$ cat src/rtl/triangle_tangent_vector_defines.svh
// Assertion macros of the triangle tangent RTL.
`ifndef TRIANGLE_TANGENT_VECTOR_DEFINES_SVH
`define TRIANGLE_TANGENT_VECTOR_DEFINES_SVH

// Same-cycle implication, sampled on the block clock, off during reset.
`define TTV_ASSERT_IMPLIES(name, ante, cons, msg) \
   name: assert property (@(posedge clock) disable iff (reset) (ante) |-> (cons)) \
      else $error(msg);

// Next-cycle implication, sampled on the block clock, off during reset.
`define TTV_ASSERT_NEXT(name, ante, cons, msg) \
   name: assert property (@(posedge clock) disable iff (reset) (ante) |=> (cons)) \
      else $error(msg);

`endif

$ cat src/rtl/ttv_pkg.sv
// Shared constants and types of the triangle tangent block.
package ttv_pkg;

   // digit width of the serial multiplier
   localparam int DIGIT_W = 16;
   // normalized magnitudes lie in [2^NORM_LO, 2^NORM_HI)
   localparam int NORM_HI = 30;
   localparam int NORM_LO = 29;
   // coarse step of the normalizing shifter
   localparam int NORM_STEP = 8;
   // sum of squares and square root word
   localparam int SUMSQ_W = 64;
   localparam int ROOT_STEPS = 32;

   typedef struct packed {
      logic full;
      logic empty;
   } ttv_qstat_type;

endpackage

$ cat src/rtl/ttv_queue.sv
// Two-entry queue between the corner collector and the tangent engine.
module ttv_queue #(
   parameter int WIDTH = 330
) (
   input  logic                   clock,
   input  logic                   reset,
   input  logic                   push,
   input  logic [WIDTH-1:0]       push_data,
   input  logic                   pop,
   output logic [WIDTH-1:0]       pop_data,
   output ttv_pkg::ttv_qstat_type stat
);
   logic [WIDTH-1:0] mem_ff [2];
   logic       wr_ff, wr_in;
   logic       rd_ff, rd_in;
   logic [1:0] fill_ff, fill_in;

   assign stat.full  = (fill_ff == 2'd2);
   assign stat.empty = (fill_ff == 2'd0);
   assign pop_data   = mem_ff[rd_ff];

   always_comb begin
      wr_in   = push ? !wr_ff : wr_ff;
      rd_in   = pop ? !rd_ff : rd_ff;
      fill_in = fill_ff + {1'b0, push} - {1'b0, pop};
   end

   always_ff @(posedge clock) begin
      if (reset) begin
         wr_ff   <= 1'b0;
         rd_ff   <= 1'b0;
         fill_ff <= 2'd0;
      end else begin
         wr_ff   <= wr_in;
         rd_ff   <= rd_in;
         fill_ff <= fill_in;
      end
   end

   always_ff @(posedge clock) begin
      if (push) begin
         mem_ff[wr_ff] <= push_data;
      end
   end

endmodule

$ cat config.mk
export PLATFORM = sky130hd
export DESIGN_NAME = ttv_queue
export DESIGN_NICKNAME = d
export VERILOG_FILES = /design/src/rtl/triangle_tangent_vector_defines.svh /design/src/rtl/ttv_pkg.sv /design/src/rtl/ttv_queue.sv
export SDC_FILE = /design/constraint.sdc
export NUM_CORES = 1
export LEC_CHECK = 0
export ABC_AREA = 0
export BUFFER_PORTS_ARGS = -buffer_cell sky130_fd_sc_hd__buf_2
export CORE_AREA = 2 2 256 258
export CTS_CLUSTER_SIZE = 10
export DETAILED_ROUTE_END_ITERATION = 6
export DIE_AREA = 0 0 258 260
export HOLD_SLACK_MARGIN = 0.15
export PLACE_DENSITY = 0.68
export SYNTH_ARGS = -nofsm -noshare
export SYNTH_HDL_FRONTEND = slang
export SYNTH_SLANG_ARGS = --single-unit
$ cat constraint.sdc
create_clock -name clock -period 41.2 [get_ports clock]
set_input_delay 2.06 -clock clock [delete_from_list [all_inputs] [get_ports clock]]
set_output_delay 2.06 -clock clock [all_outputs]
set_load 0.05 [all_outputs]
==> qor.yml, run 1 <==
logic_synthesis:
  synth_nets: 1384
  ys_types: 14
  synth_seq_cells: 665
  yosysWarnings: 0
  syn-cell-area_mm2: 0.02556
  synth-seq-area-share: 0.7792
  syn_inst: 1048
  avgSynthCellArea_um2: 24.39
run_status:
  status: "finished, final reports clean"
hold_path:
  worstHoldPathType: "reg -> reg"
detailed_routing:
  num_vias: 12500
  wirelength_mm: 55.39
  viasPerCell: 4.715
  drt_pre_antenna_iters: 6
  drt_iter0_markers: 698
  drtAntennaViolNets: 0
  routedWlPerCell_um: 20.89
  drc: 0
floorplanning:
  core_area_mm2: 0.06412
  fp.dieH_um: 260
  chipWidth_um: 258
  die_area_mm2: 0.06708
  num_rows: 93
  io_pins: 666
  start_util: 0.3987
final_layout:
  area_delta_synth_final_pct: 23.30
  nets: 2103
  final_cell_mix: "buf_2, edfxtp_1, mux2_4, clkbuf_16, mux2_2"
  layout_commonest_cell: "buf_2"
  drive_above_1_share: 0.6146
  stdcell_area_mm2: 0.03152
  fillCellCount: 5323
cts:
  numClockSinks: 665
  cts_setup_buffers: 0
  clock_latency_ns: 0.58
  cts-resized-gates: 0
  cts_max_level: 3
  clockRootBuffer: "clkbuf_16"
  cts.clk_slew.worst_paths_ns: 0.05
  cts_max_path_buffers: 3
  numCtsBuffers: 78
  hold_buffers: 0
  tritoncts: "done"
sta:
  rsz0062_at_grt: "no"
  final_max_slew_viol_count: 0
  layout_setup_ws_ns: 35.00
  slew_headroom: 0.2111
  tns_ns: 0
  finalSetupViolCount: 0
  finalCritPeriodShare: 0.1505
  period_needed_ns: 6.202
  hold_violations: 0
  skew_ns: 0.01483
  worst_pin_slew_ns: 1.183
  fmax_mhz: 161.2
critical_path:
  worstPathMaxFanout: 57
  crit_top_cell: "buf_4"
  cp_data_required_time_ns: 39.14
  cp.arrival_ns: 4.14
  path_delay_family: "buffers and inverters"
  end_kind: "output pin"
  cp_num_buf_inv: 3
  cpMaxStageDelayCell: "dfxtp_4"
  crit_chain: "buf_4, buf_4, mux2_2, buf_2"
  critPathLaunchType: "register"
  slowest_delay_ns: 0.99
  crit_type: "reg -> out"
power_and_ir_drop:
  irDropWorstVdd_v: 0.00003571
  power.density_mw_per_mm2: 53.45
  p_leak_nw: 12.35
global_route:
  grt-ovfl-total: 0
  grt_pass1_vias: 13340
  grt_pass1_wl_mm: 79.18
  grt_start_max_net_pins: 171
  antenna_found_initial: 23
  grt_usage: 0.1569
place:
  port_buffers: 665
  dp.final_hpwl_mm: 38.83
  place.gp.congestion: 0.8268
  place_ws_ns: 35.58
  post_dp_cell_area_mm2: 0.02940
flow_run:
  drv_cap: 0
worst paths after layout:
| path | from | endpoint | slack, ns | depth (start not counted) |
|---|---|---|---|---|
| setup / recovery | register | pop_data[22] | 35.00 | 4 |
| hold / removal | rd_ff | rd_ff | 0.55 | 2 |
| setup reg to reg | wr_ff | mem_ff[1][168] | 37.79 | 3 |
| hold reg to reg | rd_ff | rd_ff | 0.55 | 2 |
layer usage:
| layer | share of wire | GRT usage | vias to the layer above |
|---|---|---|---|
| li1 | - | - | 5606 |
| met1 | 0.34 | 0.1599 | 6228 |
| met2 | 0.53 | 0.2835 | 502 |
| met3 | 0.084 | 0.05692 | 147 |
| met4 | 0.040 | 0.07755 | 16 |
| met5 | 0.0019 | 0 | - |
metrics by stage:
stage / total power [mW] / instances / utilization / hold WS, ns
floorplan: 1.073 / 1048 / - / 0.4799
global placement: 1.114 / 2542 / 0.4585 / 0.4978
detailed placement: 1.119 / 2542 / 0.4585 / 0.5354
CTS: 1.705 / 2635 / 0.4910 / 0.5585
global route: 1.740 / 2648 / 0.4915 / 0.5813
finish: 1.685 / 2651 / 0.4916 / 0.5484
cells by family (layout without fill, tap and decap cells):
logic type | Yosys count | after routing | share of synthesized area
other | 0 | 16 | 0
adder cells (fa/ha/maj) | 2 | 2 | 0.0009787
multiplexers | 330 | 330 | 0.1894
flip-flops | 665 | 665 | 0.7792
AND/OR/NAND/NOR | 9 | 9 | 0.001713
buffers and inverters | 39 | 771 | 0.02716
XOR/XNOR | 3 | 3 | 0.001566
cell usage after synthesis (all sizes together):
library cell  count  area share
nor2b             3     0.00073
and2              1     0.00024
mux2            330        0.19
xnor2             2     0.00069
buf              37       0.027
inv               2     0.00029
ha                2     0.00098
nor2              5     0.00073
dfxtp             5      0.0039
xnor3             1     0.00088
edfxtp          660        0.78
layout make-up:
class	count	area (um^2)	area share
timing repair buffer	676	3436	0.1090
clock inverter	10	113.9	0.003612
antenna	16	40.04	0.001270
multi-input combinational	344	4961	0.1574
sequential	665	19920	0.6320
clock buffer	83	1971	0.06252
tap	855	1070	0.03394
inverter	2	7.507	0.0002382
power breakdown:
part	internal [mW]	leakage [nW]	switching (mW)	total, mW
Combinational	0.0941	5.11	0.203	0.297
Sequential	0.793	6.24	0.0133	0.806
Clock	0.343	1.01	0.239	0.582
Total	1.23	12.4	0.456	1.68
registers in the layout (all words and copies together) (netlist names), named ones only:
signal,flops
fill_ff,2
rd_ff,1
wr_ff,1
mem_ff,660
worst reg2reg max path, cell delays in order (launching register included):
cell     delay (ns)
dfxtp_1        0.40
and2_4         0.74
buf_4          0.87
buf_4          0.97
Power figures use the tool's default switching activity.
==> inputs of run 2 (changes only) <==
Settings changed: PLACE_DENSITY 0.68 to 0.7.
Clock period 41.2 ns to 5.7 ns, I/O delays scaled along.
==> run 2 against run 1 <==
Power increased to 7.5 times the previous value. Global-route usage increased by 1.1 points. Count of clock-buffer cells in the layout increased by 14. Worst setup slack got worse by 33 ns. Sequential share of layout area decreased by 6.3 points. Non-clock buffer count increased by 336. Wire length increased by 6.4%. Die area unchanged. Register-to-register slack got worse by 34 ns. Sequential power increased to 7.2 times the previous value. Via count increased by 12%. Clock power increased to 7.5 times the previous value. Critical endpoint is now pop_data[19].
==> qor.yml, run 2 (synthesis results as in run 1) <==
cts:
  numClockSinks: 665  # unchanged
  cts_setup_buffers: 0  # unchanged
  clockRootBuffer: "clkbuf_16"
  clock_latency_ns: 0.60  # +0.02 ns
  cts.clk_slew.worst_paths_ns: 0.06  # about the same
  cts_max_level: 3  # unchanged
  numCtsBuffers: 78  # unchanged
  cts_max_path_buffers: 3  # unchanged
  tritoncts: "done"
final_layout:
  multi_input_area_mm2: 0.004961  # unchanged
  area_delta_synth_final_pct: 37.01
  regMostFlops: "mem_ff"
  stdcell_area_mm2: 0.03502  # +11%
  fin_util: 0.5463  # +0.05464
  final_cell_mix: "buf_2, edfxtp_1, dlygate4sd3_1, mux2_4, clkbuf_16"
  layout_commonest_cell: "buf_2"
  fillCellCount: 4838  # -9.1%
  nets: 2439  # +16%
  top_regs: "mem_ff x660, fill_ff x2"
  largest_reg_flops: 660  # unchanged
  final-seq-area_mm2: 0.01992  # unchanged
  drive_above_1_share: 0.5164  # -0.09816
sta:
  worst_pin_slew_ns: 1.146  # -0.03730 ns
  hold_violations: 0  # unchanged
  period_needed_ns: 3.241
  fmax_mhz: 308.5
  layout_setup_ws_ns: 2.459  # -32.54 ns
  skew_ns: 0.02999  # +0.01517 ns
  tns_ns: 0  # unchanged
  finalCritPeriodShare: 0.5687
  rsz0062_at_grt: "no"
  slew_headroom: 0.2360  # +0.02487
  final_max_slew_viol_count: 0  # unchanged
  finalSetupViolCount: 0  # unchanged
floorplanning:
  die_area_mm2: 0.06708  # unchanged
  fp.dieH_um: 260  # unchanged
  io_pins: 666  # unchanged
  chipWidth_um: 258  # unchanged
  core_area_mm2: 0.06412  # unchanged
  start_util: 0.3987  # unchanged
  num_rows: 93  # unchanged
critical_path:
  worstPathMaxFanout: 86  # +51%
  cp_data_required_time_ns: 5.41  # -33.73 ns
  cp.arrival_ns: 2.96  # -1.18 ns
  critPathLaunchType: "register"
  crit_type: "reg -> out"
  end_kind: "output pin"
  reg2regPathDepth: 2  # -1
detailed_routing:
  wirelength_mm: 58.92  # +6.4%
  drc: 0  # unchanged
  drt_pre_antenna_iters: 5  # -1
  drt_iter0_markers: 832  # +19%
  routedWlPerCell_um: 19.71  # -5.7%
  viasPerCell: 4.672  # -0.91%
  drtAntennaViolNets: 0  # unchanged
  num_vias: 13970  # +12%
hold_path:
  worstHoldPathType: "in -> reg"
  whs_path_depth: 2  # unchanged
global_route:
  antenna_found_initial: 7  # -70%
  grt_pass1_wl_mm: 86.55  # +9.3%
  grt_start_max_net_pins: 159  # -7.0%
  grt-ovfl-total: 0  # unchanged
  grt_pass1_vias: 15290  # +15%
  grt_usage: 0.1682  # +0.01123
power_and_ir_drop:
  power.density_mw_per_mm2: 358.7  # +570%
  finalPower_mw: 12.57  # +650%
  p_leak_nw: 13.83  # +12%
  irDropWorstVdd_v: 0.0002923  # +720%
place:
  port_buffers: 665  # unchanged
  place_ws_ns: 3.049  # -32.53 ns
  place.gp.congestion: 0.8252  # -0.19%
  post_dp_cell_area_mm2: 0.02946  # +0.22%
  dp.final_hpwl_mm: 36.56  # -5.8%
flow_run:
  drv_cap: 0  # unchanged
run_status:
  status: "finished, final reports clean"
[run 2: cell type report]
class                           count  share of cell area
Antenna cell                        7           0.0005001
Tap cell                          855             0.03054
Clock buffer                       97             0.05959
Multi-Input combinational cell    344              0.1416
Sequential cell                   665              0.5688
Clock inverter                      8            0.003287
Timing Repair Buffer             1012              0.1954
Inverter                            2           0.0002143
[run 2: metal layers]
metal | up-vias | track usage | wire [um]
met1 | 6939 | 0.1732 | 20510
met3 | 166 | 0.04532 | 4079
met2 | 577 | 0.3105 | 31600
met4 | 0 | 0.09008 | 2726
met5 | - | 0 | 0
li1 | 6287 | - | -
[run 2: final timing paths]
kind,start,endpoint,slack (ns)
min,push_data[119],mem_ff[0][119],0.40
max,register,pop_data[19],2.46
min reg2reg,rd_ff,rd_ff,0.53
max reg2reg,wr_ff,mem_ff[0][20],3.48
[run 2: report_power, final]
group,switching [mW],internal (mW)
registers,0.0954,5.73
logic,1.53,0.830
clock network,1.82,2.56
[run 2: what timing repair did]
action                    4_1_cts  5_1_grt
hold buffers                  334        0
hold endpoints to repair      665        0
resized for setup               0        0
[run 2: critical path, cell delays in order, from the launching register on]
cell	delay (ns)
dfxtp_4	1.01
buf_12	0.54
mux2_2	0.41
buf_2	0.21
[run 2: stage by stage]
step / hold WS, ns / std cells
floorplan: 0.3566 / 1048
global placement: 0.4730 / 2544
detailed placement: 0.4757 / 2544
CTS: 0.3453 / 2983
global route: 0.3695 / 2990
finish: 0.3967 / 2990
