<file path="config.mk">
export PLATFORM = sky130hd
export DESIGN_NAME = ttv_front_flat
export DESIGN_NICKNAME = d
export VERILOG_FILES = /design/src/rtl/triangle_tangent_vector_defines.svh /design/src/rtl/ttv_pkg.sv /design/src/rtl/ttv_if.sv /design/src/rtl/ttv_front.sv /design/src/flat_wrapper.sv
export SDC_FILE = /design/constraint.sdc
export NUM_CORES = 1
export LEC_CHECK = 0
export ABC_CLOCK_PERIOD_IN_PS = 22800
export BUFFER_PORTS_ARGS = -buffer_cell sky130_fd_sc_hd__buf_4
export CAP_MARGIN = 10
export CORE_MARGIN = 2
export CORE_UTILIZATION = 50
export DETAILED_ROUTE_END_ITERATION = 6
export GPL_TIMING_DRIVEN = 0
export HOLD_SLACK_MARGIN = 0.15
export PLACE_DENSITY = 0.73
export SYNTH_ARGS = -nofsm -noshare
export SYNTH_HDL_FRONTEND = slang
export SYNTH_SLANG_ARGS = --single-unit
</file>
<file path="constraint.sdc">
create_clock -name clock -period 22.8 [get_ports clock]
set_input_delay 0 -clock clock [delete_from_list [all_inputs] [get_ports clock]]
set_output_delay 0 -clock clock [all_outputs]
set_load 0.02 [all_outputs]
</file>
<file path="src/rtl/triangle_tangent_vector_defines.svh">
// Assertion macros of the triangle tangent RTL.
`ifndef TRIANGLE_TANGENT_VECTOR_DEFINES_SVH
`define TRIANGLE_TANGENT_VECTOR_DEFINES_SVH

// Same-cycle implication, sampled on the block clock, off during reset.
`define TTV_ASSERT_IMPLIES(name, ante, cons, msg) \
   name: assert property (@(posedge clock) disable iff (reset) (ante) |-> (cons)) \
      else $error(msg);

// Next-cycle implication, sampled on the block clock, off during reset.
`define TTV_ASSERT_NEXT(name, ante, cons, msg) \
   name: assert property (@(posedge clock) disable iff (reset) (ante) |=> (cons)) \
      else $error(msg);

`endif

</file>
<file path="src/rtl/ttv_pkg.sv">
// Shared constants and types of the triangle tangent block.
package ttv_pkg;

   // digit width of the serial multiplier
   localparam int DIGIT_W = 16;
   // normalized magnitudes lie in [2^NORM_LO, 2^NORM_HI)
   localparam int NORM_HI = 30;
   localparam int NORM_LO = 29;
   // coarse step of the normalizing shifter
   localparam int NORM_STEP = 8;
   // sum of squares and square root word
   localparam int SUMSQ_W = 64;
   localparam int ROOT_STEPS = 32;

   typedef struct packed {
      logic full;
      logic empty;
   } ttv_qstat_type;

endpackage

</file>
<file path="src/rtl/ttv_if.sv">
// Request and response channel interfaces of the triangle tangent block.
interface ttv_req_if #(
   parameter int COORD_WIDTH = 32
) ();
   logic                          valid;
   logic                          ready;
   logic signed [COORD_WIDTH-1:0] pos_x;
   logic signed [COORD_WIDTH-1:0] pos_y;
   logic signed [COORD_WIDTH-1:0] pos_z;
   logic signed [COORD_WIDTH-1:0] tex_u;
   logic signed [COORD_WIDTH-1:0] tex_v;

   modport source (output valid, pos_x, pos_y, pos_z, tex_u, tex_v, input ready);
   modport sink (input valid, pos_x, pos_y, pos_z, tex_u, tex_v, output ready);
endinterface


</file>
<file path="src/rtl/ttv_front.sv">
// Corner collector: holds two corners and forms edge and texture deltas on the third.
module ttv_front #(
   parameter int COORD_WIDTH = 32
) (
   input  logic                            clock,
   input  logic                            reset,
   ttv_req_if.sink                         req_if,
   input  ttv_pkg::ttv_qstat_type          q_stat,
   output logic                            q_push,
   output logic [10*(COORD_WIDTH+1)-1:0]   q_data
);
   localparam int DW = COORD_WIDTH + 1;

   logic [1:0] count_ff, count_in;
   logic signed [COORD_WIDTH-1:0] pos_ff [2][3];
   logic signed [COORD_WIDTH-1:0] tex_ff [2][2];
   logic third;
   logic take;
   logic signed [DW-1:0] e1x, e1y, e1z, e2x, e2y, e2z, du1, dv1, du2, dv2;

   assign third = (count_ff == 2'd2);
   // stall the third corner only when the queue has no room
   assign req_if.ready = !third || !q_stat.full;
   assign take = req_if.valid && req_if.ready;
   assign q_push = take && third;

   always_comb begin
      count_in = count_ff;
      if (take) begin
         count_in = third ? 2'd0 : count_ff + 2'd1;
      end
   end

   always_ff @(posedge clock) begin
      if (reset) begin
         count_ff <= 2'd0;
      end else begin
         count_ff <= count_in;
      end
   end

   always_ff @(posedge clock) begin
      if (take && !third) begin
         pos_ff[count_ff[0]][0] <= req_if.pos_x;
         pos_ff[count_ff[0]][1] <= req_if.pos_y;
         pos_ff[count_ff[0]][2] <= req_if.pos_z;
         tex_ff[count_ff[0]][0] <= req_if.tex_u;
         tex_ff[count_ff[0]][1] <= req_if.tex_v;
      end
   end

   assign e1x = DW'(pos_ff[1][0]) - DW'(pos_ff[0][0]);
   assign e1y = DW'(pos_ff[1][1]) - DW'(pos_ff[0][1]);
   assign e1z = DW'(pos_ff[1][2]) - DW'(pos_ff[0][2]);
   assign e2x = DW'(req_if.pos_x) - DW'(pos_ff[0][0]);
   assign e2y = DW'(req_if.pos_y) - DW'(pos_ff[0][1]);
   assign e2z = DW'(req_if.pos_z) - DW'(pos_ff[0][2]);
   assign du1 = DW'(tex_ff[1][0]) - DW'(tex_ff[0][0]);
   assign dv1 = DW'(tex_ff[1][1]) - DW'(tex_ff[0][1]);
   assign du2 = DW'(req_if.tex_u) - DW'(tex_ff[0][0]);
   assign dv2 = DW'(req_if.tex_v) - DW'(tex_ff[0][1]);

   assign q_data = {e1x, e1y, e1z, e2x, e2y, e2z, du1, dv1, du2, dv2};

endmodule

</file>
<file path="src/flat_wrapper.sv">
// flat-port wrapper written by rule: the top's interface ports become plain ports
module ttv_front_flat 
#(
   parameter int COORD_WIDTH = 32
)
  (clock, reset, q_stat, q_push, q_data, req_if_valid, req_if_pos_x, req_if_pos_y, req_if_pos_z, req_if_tex_u, req_if_tex_v, req_if_ready);
  ttv_req_if #(.COORD_WIDTH(COORD_WIDTH)) req_if_i ();
  input  logic clock;
  input  logic reset;
  input  ttv_pkg::ttv_qstat_type q_stat;
  output logic q_push;
  output logic [10*(COORD_WIDTH+1)-1:0] q_data;
  input wire logic [$bits(req_if_i.valid)-1:0] req_if_valid;
  input wire logic [$bits(req_if_i.pos_x)-1:0] req_if_pos_x;
  input wire logic [$bits(req_if_i.pos_y)-1:0] req_if_pos_y;
  input wire logic [$bits(req_if_i.pos_z)-1:0] req_if_pos_z;
  input wire logic [$bits(req_if_i.tex_u)-1:0] req_if_tex_u;
  input wire logic [$bits(req_if_i.tex_v)-1:0] req_if_tex_v;
  output wire logic [$bits(req_if_i.ready)-1:0] req_if_ready;
  assign req_if_i.valid = req_if_valid;
  assign req_if_i.pos_x = req_if_pos_x;
  assign req_if_i.pos_y = req_if_pos_y;
  assign req_if_i.pos_z = req_if_pos_z;
  assign req_if_i.tex_u = req_if_tex_u;
  assign req_if_i.tex_v = req_if_tex_v;
  assign req_if_ready = req_if_i.ready;
  ttv_front #(.COORD_WIDTH(COORD_WIDTH)) u_core (.clock(clock), .reset(reset), .req_if(req_if_i), .q_stat(q_stat), .q_push(q_push), .q_data(q_data));
endmodule
</file>
==> flow_metrics.py, run 1 <==
metrics = {
    "run_status": {
        "status": "complete, no violations",
    },
    "final_layout": {
        "layout-drive-gt1-share_pct": 17.7,
        "synthToLayoutAreaGrowth_pct": 30.6,
        "utilization_pct": 66.2,
        "final_area_mm2": 0.0340,
        "nets": 3939,
    },
    "placement": {
        "place_area_mm2": 0.0309,
        "io_buffers": 495,
        "dpl.hpwl_mm": 61.2,
        "gp_congestion": 0.999,
    },
    "sta": {
        "finalCritPeriodShare_pct": 19.0,
        "min_period_ns": 4.33,
        "whs_ns": 0.168,
        "drv_slew": 0,
        "slew_headroom_pct": 47.7,
        "hold_viol": 0,
        "setup_viol": 0,
        "worstMarginPinSlew_ns": 0.780,
        "skew_ns": 0.0249,
        "rsz0062_at_grt": "false",
        "finalSetupTns_ns": 0,
        "maxClockFrequency_mhz": 231,
    },
    "grt": {
        "first_global_vias": 23512,
        "gr-total-overflow": 0,
        "antenna_found_initial": 7,
        "grt_usage_pct": 27.9,
        "grt_pass1_wl_mm": 120,
        "grt_max_degree": 62,
    },
    "synth": {
        "synth_nets": 3198,
        "synth_area_per_cell_um2": 9.63,
        "yosysWarningCount": 0,
        "ys_ff_latch": 322,
        "ys_types": 79,
        "synthFlopType": "edfxtp_1",
        "async_flop_share_pct": 0,
        "synth_edf_count": 320,
        "synth.cell_area_mm2": 0.0260,
        "ys_seq_area_share_pct": 37.1,
        "synth_cells": 2703,
    },
    "clock_tree": {
        "root_buffer": "clkbuf_16",
        "cts_buffers": 40,
        "cts_tree": "done",
        "clkLatencyLatePin_ns": 0.57,
        "clock_sinks": 322,
        "cts_resized": 0,
        "clkTransAtPathRegs_ns": 0.06,
        "h-tree-depth": 2,
        "cts_buffer_depth": 3,
    },
    "floorplan": {
        "start_util_pct": 50.6,
        "core_mm2": 0.0514,
        "die_w_um": 232,
        "row_count": 83,
        "die-area_mm2": 0.0539,
        "ios": 497,
        "die_y_um": 232,
    },
    "detailed_routing": {
        "wl_mm": 78.3,
        "final_antenna_net_count": 0,
        "vias_per_cell": 5.70,
        "vias": 23710,
        "drt_iter0_drc": 1698,
        "drc": 0,
        "wl_per_cell_um": 18.8,
        "first_pass_iters": 6,
    },
    "critical_path": {
        "startpoint_type": "register",
        "slowest_stage": "a2111oi_1",
        "arrival_ns": 4.33,
        "cpMostUsedCell": "o21ai_0",
        "end_kind": "output pin",
        "cp.required_ns": 22.80,
        "crit_fanout": 4,
        "worstSetupPathType": "register to output pin",
        "worstPathCellList": "ha_1, fa_1, nand2b_1, a21oi_1, o211ai_1, a2111oi_1, o21ai_0, o21ai_0, a211o_1, a2111oi_0, nand3b_1, buf_4",
        "slowest_delay_ns": 0.70,
    },
    "job": {
        "maxCapViolations": 0,
    },
    "power_and_ir_drop": {
        "total_power_w": 0.00237,
        "p_per_area_mw_per_mm2": 69.8,
        "ir_worst_vdd_mv": 0.0515,
        "leakage_nw": 15.4,
    },
    "min_path": {
        "min_path_type": "primary input to register",
    },
}
[synthesized netlist by cell type, drive strengths merged, types with 11 or more instances]
library cell / count / share of area, %
edfxtp: 320 / 37
ha: 320 / 15
a21oi: 271 / 5.2
inv: 261 / 3.8
xnor2: 187 / 6.3
nor2: 164 / 2.4
nand2: 161 / 2.3
o21ai: 145 / 2.8
a21o: 144 / 4.2
xor2: 85 / 2.9
nand3: 58 / 1.1
nor2b: 48 / 1.2
nand2b: 45 / 1.1
nor3: 41 / 0.79
o21a: 40 / 1.2
clkbuf: 32 / 0.47
o21bai: 30 / 0.87
a31oi: 25 / 0.60
nand4: 25 / 0.60
a211oi: 24 / 0.74
o31ai: 21 / 0.62
o211ai: 20 / 0.58
and3: 17 / 0.41
and2: 15 / 0.36
or2: 15 / 0.36
a31o: 14 / 0.47
a21boi: 12 / 0.35
o31a: 11 / 0.37
[cells by family after synthesis]
family	Yosys count	synth area share (%)
xor gates and xnor gates	272	9.15
and+or+nand+nor	624	11.6
adders and majority gates	330	16.1
DFF	322	37.1
AOI/OAI and AO/OA	857	21.6
muxes	4	0.159
buffers and inverters	294	4.25
[routing by layer]
metal	wire length, µm	vias up	global-route usage [%]	share of wire [%]
met5	16	-	0	0.020
met4	3500	2	11.5	4.5
met3	5800	217	6.08	7.4
met2	36700	890	47.5	47
met1	32200	11127	34.2	41
li1	-	11474	-	-
[stage by stage]
stage / setup WS [ns] / std cells
CTS: 18.54 / 4149
global route: 18.32 / 4156
global placement: 2.76 / 3878
floorplan: 10.70 / 2703
detailed placement: 19.15 / 3897
finish: 18.47 / 4158
[final timing paths]
path / from / to / slack [ns] / cells after the start
max: u_core.tex_ff[0][32]$_DFFE_PP_ / q_data[61] / 18.47 / 12
min reg2reg: u_core.count_ff[1]$_SDFFE_PP0P_ / u_core.pos_ff[0][29]$_DFFE_PP_ / 0.77 / 1
min: req_if_pos_x[31] / u_core.pos_ff[1][95]$_DFFE_PP_ / 0.17 / 2
max reg2reg: u_core.count_ff[1]$_SDFFE_PP0P_ / u_core.tex_ff[0][42]$_DFFE_PP_ / 20.26 / 7
[registers in the layout (all words and copies together), names as in the netlist]
register,flops
u_core.pos_ff,192
u_core.tex_ff,128
u_core.count_ff,2
[worst max-delay path: cells and delay by family (launching register included)]
| kind | cells | cell delay (ns) |
|---|---|---|
| buffers and inverters | 1 | 0.18 |
| AO/OA/AOI/OAI | 7 | 2.11 |
| adder cells (fa/ha/maj) | 2 | 0.66 |
| flip-flops | 1 | 0.41 |
| AND/OR/NAND/NOR | 2 | 0.39 |
[layout by cell type, fill, tap and decap left out, types with 30 or more instances in the layout]
cell and n:
o21bai_1 30, xor2_1 85, dlygate4sd3_1 185, edfxtp_1 320
o21a_1 40, nand3_1 58, o21ai_0 139, nor2b_1 48
a21oi_1 271, buf_4 496, inv_1 261, clkbuf_16 42
nor2_1 163, nor3_1 40, nand2_1 161, clkbuf_1 39
nand2b_1 45, xnor2_1 187, a21o_1 144, ha_1 320
[power breakdown]
group	switching (W)	internal, W
registers	0.00000916	0.000690
logic	0.000610	0.000425
clock network	0.000258	0.000380
total	0.000878	0.00150
[repair_timing]
| action | CTS | global route |
|---|---|---|
| hold endpoints to repair | 360 | 2 |
| hold buffers | 184 | 1 |
| buffers inserted | 0 | 0 |
[layout make-up]
type / count / area, µm²
clock inverters: 18 / 201
multi-input cells: 2087 / 15300
clock buffers: 50 / 1080
well taps: 680 / 851
flip-flops and latches: 322 / 9650
diodes: 8 / 20.0
inverters: 261 / 980
fillers: 4057 / 17400
plain buffers: 33 / 126
repair buffers: 699 / 5810
(Power assumes the default switching activity.)
==> inputs of run 2 (changes only) <==
- ABC_CLOCK_PERIOD_IN_PS: 22800 -> 3800
- PLACE_DENSITY: 0.73 -> 0.76
- clock period: 22.8 -> 3.8 ns (I/O delays scaled with it)
==> run 2 against run 1 <==
Sequential power rose to 6.0 times the previous value; hold slack improved by 0.017 ns; non-clock buffer count rose by 19.
==> flow_metrics.py, run 2 (synthesis results as in run 1) <==
metrics = {
    "run_status": {
        "status": "complete, no violations",
    },
    "critical_path": {
        "end_kind": "output pin",
        "crit_fanout": 4,
        "timing.rr.start": "u_core.count_ff[0]$_SDFFE_PP0P_",
        "arrival_ns": 3.70,
        "startpoint_type": "register",
        "startpoint": "u_core.pos_ff[0][32]$_DFFE_PP_",
        "cp.required_ns": 3.80,
        "slowest_delay_ns": 0.43,
        "slowest_stage": "edfxtp_1",
        "worstPathCellList": "ha_1, fa_2, nor2b_1, o21ai_0, a21oi_2, o41a_1, o2111ai_4, a211oi_4, o31a_1, nor2_1, xnor2_1, buf_4",
        "worstSetupPathType": "register to output pin",
    },
    "clock_tree": {
        "cts_tree": "done",
        "clock_sinks": 322,
        "h-tree-depth": 2,
        "clkLatencyLatePin_ns": 0.56,
        "cts_buffers": 40,
        "cts_buffer_depth": 3,
        "root_buffer": "clkbuf_16",
        "clkTransAtPathRegs_ns": 0.06,
    },
    "grt": {
        "antenna_found_initial": 12,
        "gr-total-overflow": 0,
        "grt_usage_pct": 28.6,
        "first_global_vias": 23956,
        "grt_max_degree": 60,
        "grt_pass1_wl_mm": 124,
    },
    "power_and_ir_drop": {
        "leakage_nw": 15.6,
        "p_per_area_mw_per_mm2": 416,
        "ir_worst_vdd_mv": 0.399,
    },
    "floorplan": {
        "start_util_pct": 50.6,
        "die_w_um": 232,
        "die_y_um": 232,
        "core_mm2": 0.0514,
        "row_count": 83,
        "die-area_mm2": 0.0539,
        "ios": 497,
    },
    "final_layout": {
        "synthToLayoutAreaGrowth_pct": 33.7,
        "nets": 3958,
        "final_cell_mix": "buf_4, edfxtp_1, ha_1, inv_1, a21oi_1",
        "layout-drive-gt1-share_pct": 20.4,
        "final_area_mm2": 0.0348,
        "final_common_cell": "buf_4",
        "fillers": 3873,
        "largest_register_ff_count": 192,
    },
    "detailed_routing": {
        "drt_iter0_drc": 1766,
        "final_antenna_net_count": 0,
        "vias": 24163,
        "first_pass_iters": 5,
        "vias_per_cell": 5.77,
        "drc": 0,
        "wl_per_cell_um": 19.2,
        "wl_mm": 80.5,
    },
    "placement": {
        "io_buffers": 495,
        "place_area_mm2": 0.0309,
        "gp_congestion": 0.994,
        "dpl.hpwl_mm": 61.0,
    },
    "min_path": {
        "min_path_type": "primary input to register",
        "hold_start": "req_if_tex_v[20]",
    },
    "sta": {
        "drv_slew": 0,
        "finalCritPeriodShare_pct": 97.5,
        "finalSetupTns_ns": 0,
        "hold_viol": 0,
        "setup_viol": 0,
        "slew_headroom_pct": 41.6,
        "skew_ns": 0.0123,
        "min_period_ns": 3.70,
        "worstMarginPinSlew_ns": 0.876,
        "maxClockFrequency_mhz": 270,
        "rsz0062_at_grt": "true",
    },
    "job": {
        "maxCapViolations": 0,
    },
}
run 2: per-layer routing:
layer	up-vias	routed length (µm)	track usage, %
met5	-	24	0
met4	4	3780	13.4
met3	230	5660	6.20
met2	922	39100	49.6
met1	11485	32000	33.5
li1	11522	-	-
run 2: worst paths after layout:
check,slack [ns],cells after the start,end
setup / recovery,0.1,12,q_data[191]
hold / removal,0.19,2,u_core.tex_ff[0][20]$_DFFE_PP_
setup reg to reg,1.66,4,u_core.count_ff[1]$_SDFFE_PP0P_
hold reg to reg,0.70,1,u_core.pos_ff[0][18]$_DFFE_PP_
run 2: power by group:
group | switching [W] | leakage [nW] | internal, W
Clock | 0.00159 | 0.624 | 0.00228
Sequential | 0.0000583 | 3.01 | 0.00414
Combinational | 0.00377 | 12.0 | 0.00264
Total | 0.00542 | 15.6 | 0.00906
run 2: what timing repair did:
item,CTS,global route
pin swaps,6,37
hold buffers,184,0
setup endpoints to repair,43,60
buffers inserted,1,25
resized for setup,35,72
endpoints found under the hold margin,351,0
run 2: worst max-delay path, delay by kind of cell, from the launching register on:
family | cells | cell delay [ns]
AND/OR/NAND/NOR | 2 | 0.19
adder cells (fa/ha/maj) | 2 | 0.63
AO/OA/AOI/OAI | 6 | 1.44
buffers and inverters | 1 | 0.21
flip-flops | 1 | 0.43
XOR/XNOR | 1 | 0.24
run 2: area by class of cell:
class                           instances  area, µm²  share of cell area [%]
Antenna cell                           12       30.0                  0.0863
Buffer                                 33        126                   0.363
Clock buffer                           44       1060                    3.04
Clock inverter                         29        264                   0.759
Inverter                              261        980                    2.82
Multi-Input combinational cell       2087      15800                    45.4
Sequential cell                       322       9650                    27.7
Tap cell                              680        851                    2.44
Timing Repair Buffer                  718       6040                    17.3
run 2: per-stage QoR:
stage / std cells / hold WS [ns] / setup slack [ns] / power (W) / utilization [%]
floorplan: 2703 / 0.0650 / -0.812 / 0.00792 / -
global placement: 3878 / 0.163 / -3.31 / 0.0101 / 59.5
detailed placement: 3891 / 0.166 / 0.118 / 0.0102 / 60.1
CTS: 4149 / 0.150 / 0.00439 / 0.0143 / 66.6
global route: 4184 / 0.168 / -0.0880 / 0.0151 / 67.7
finish: 4186 / 0.185 / 0.0956 / 0.0145 / 67.7
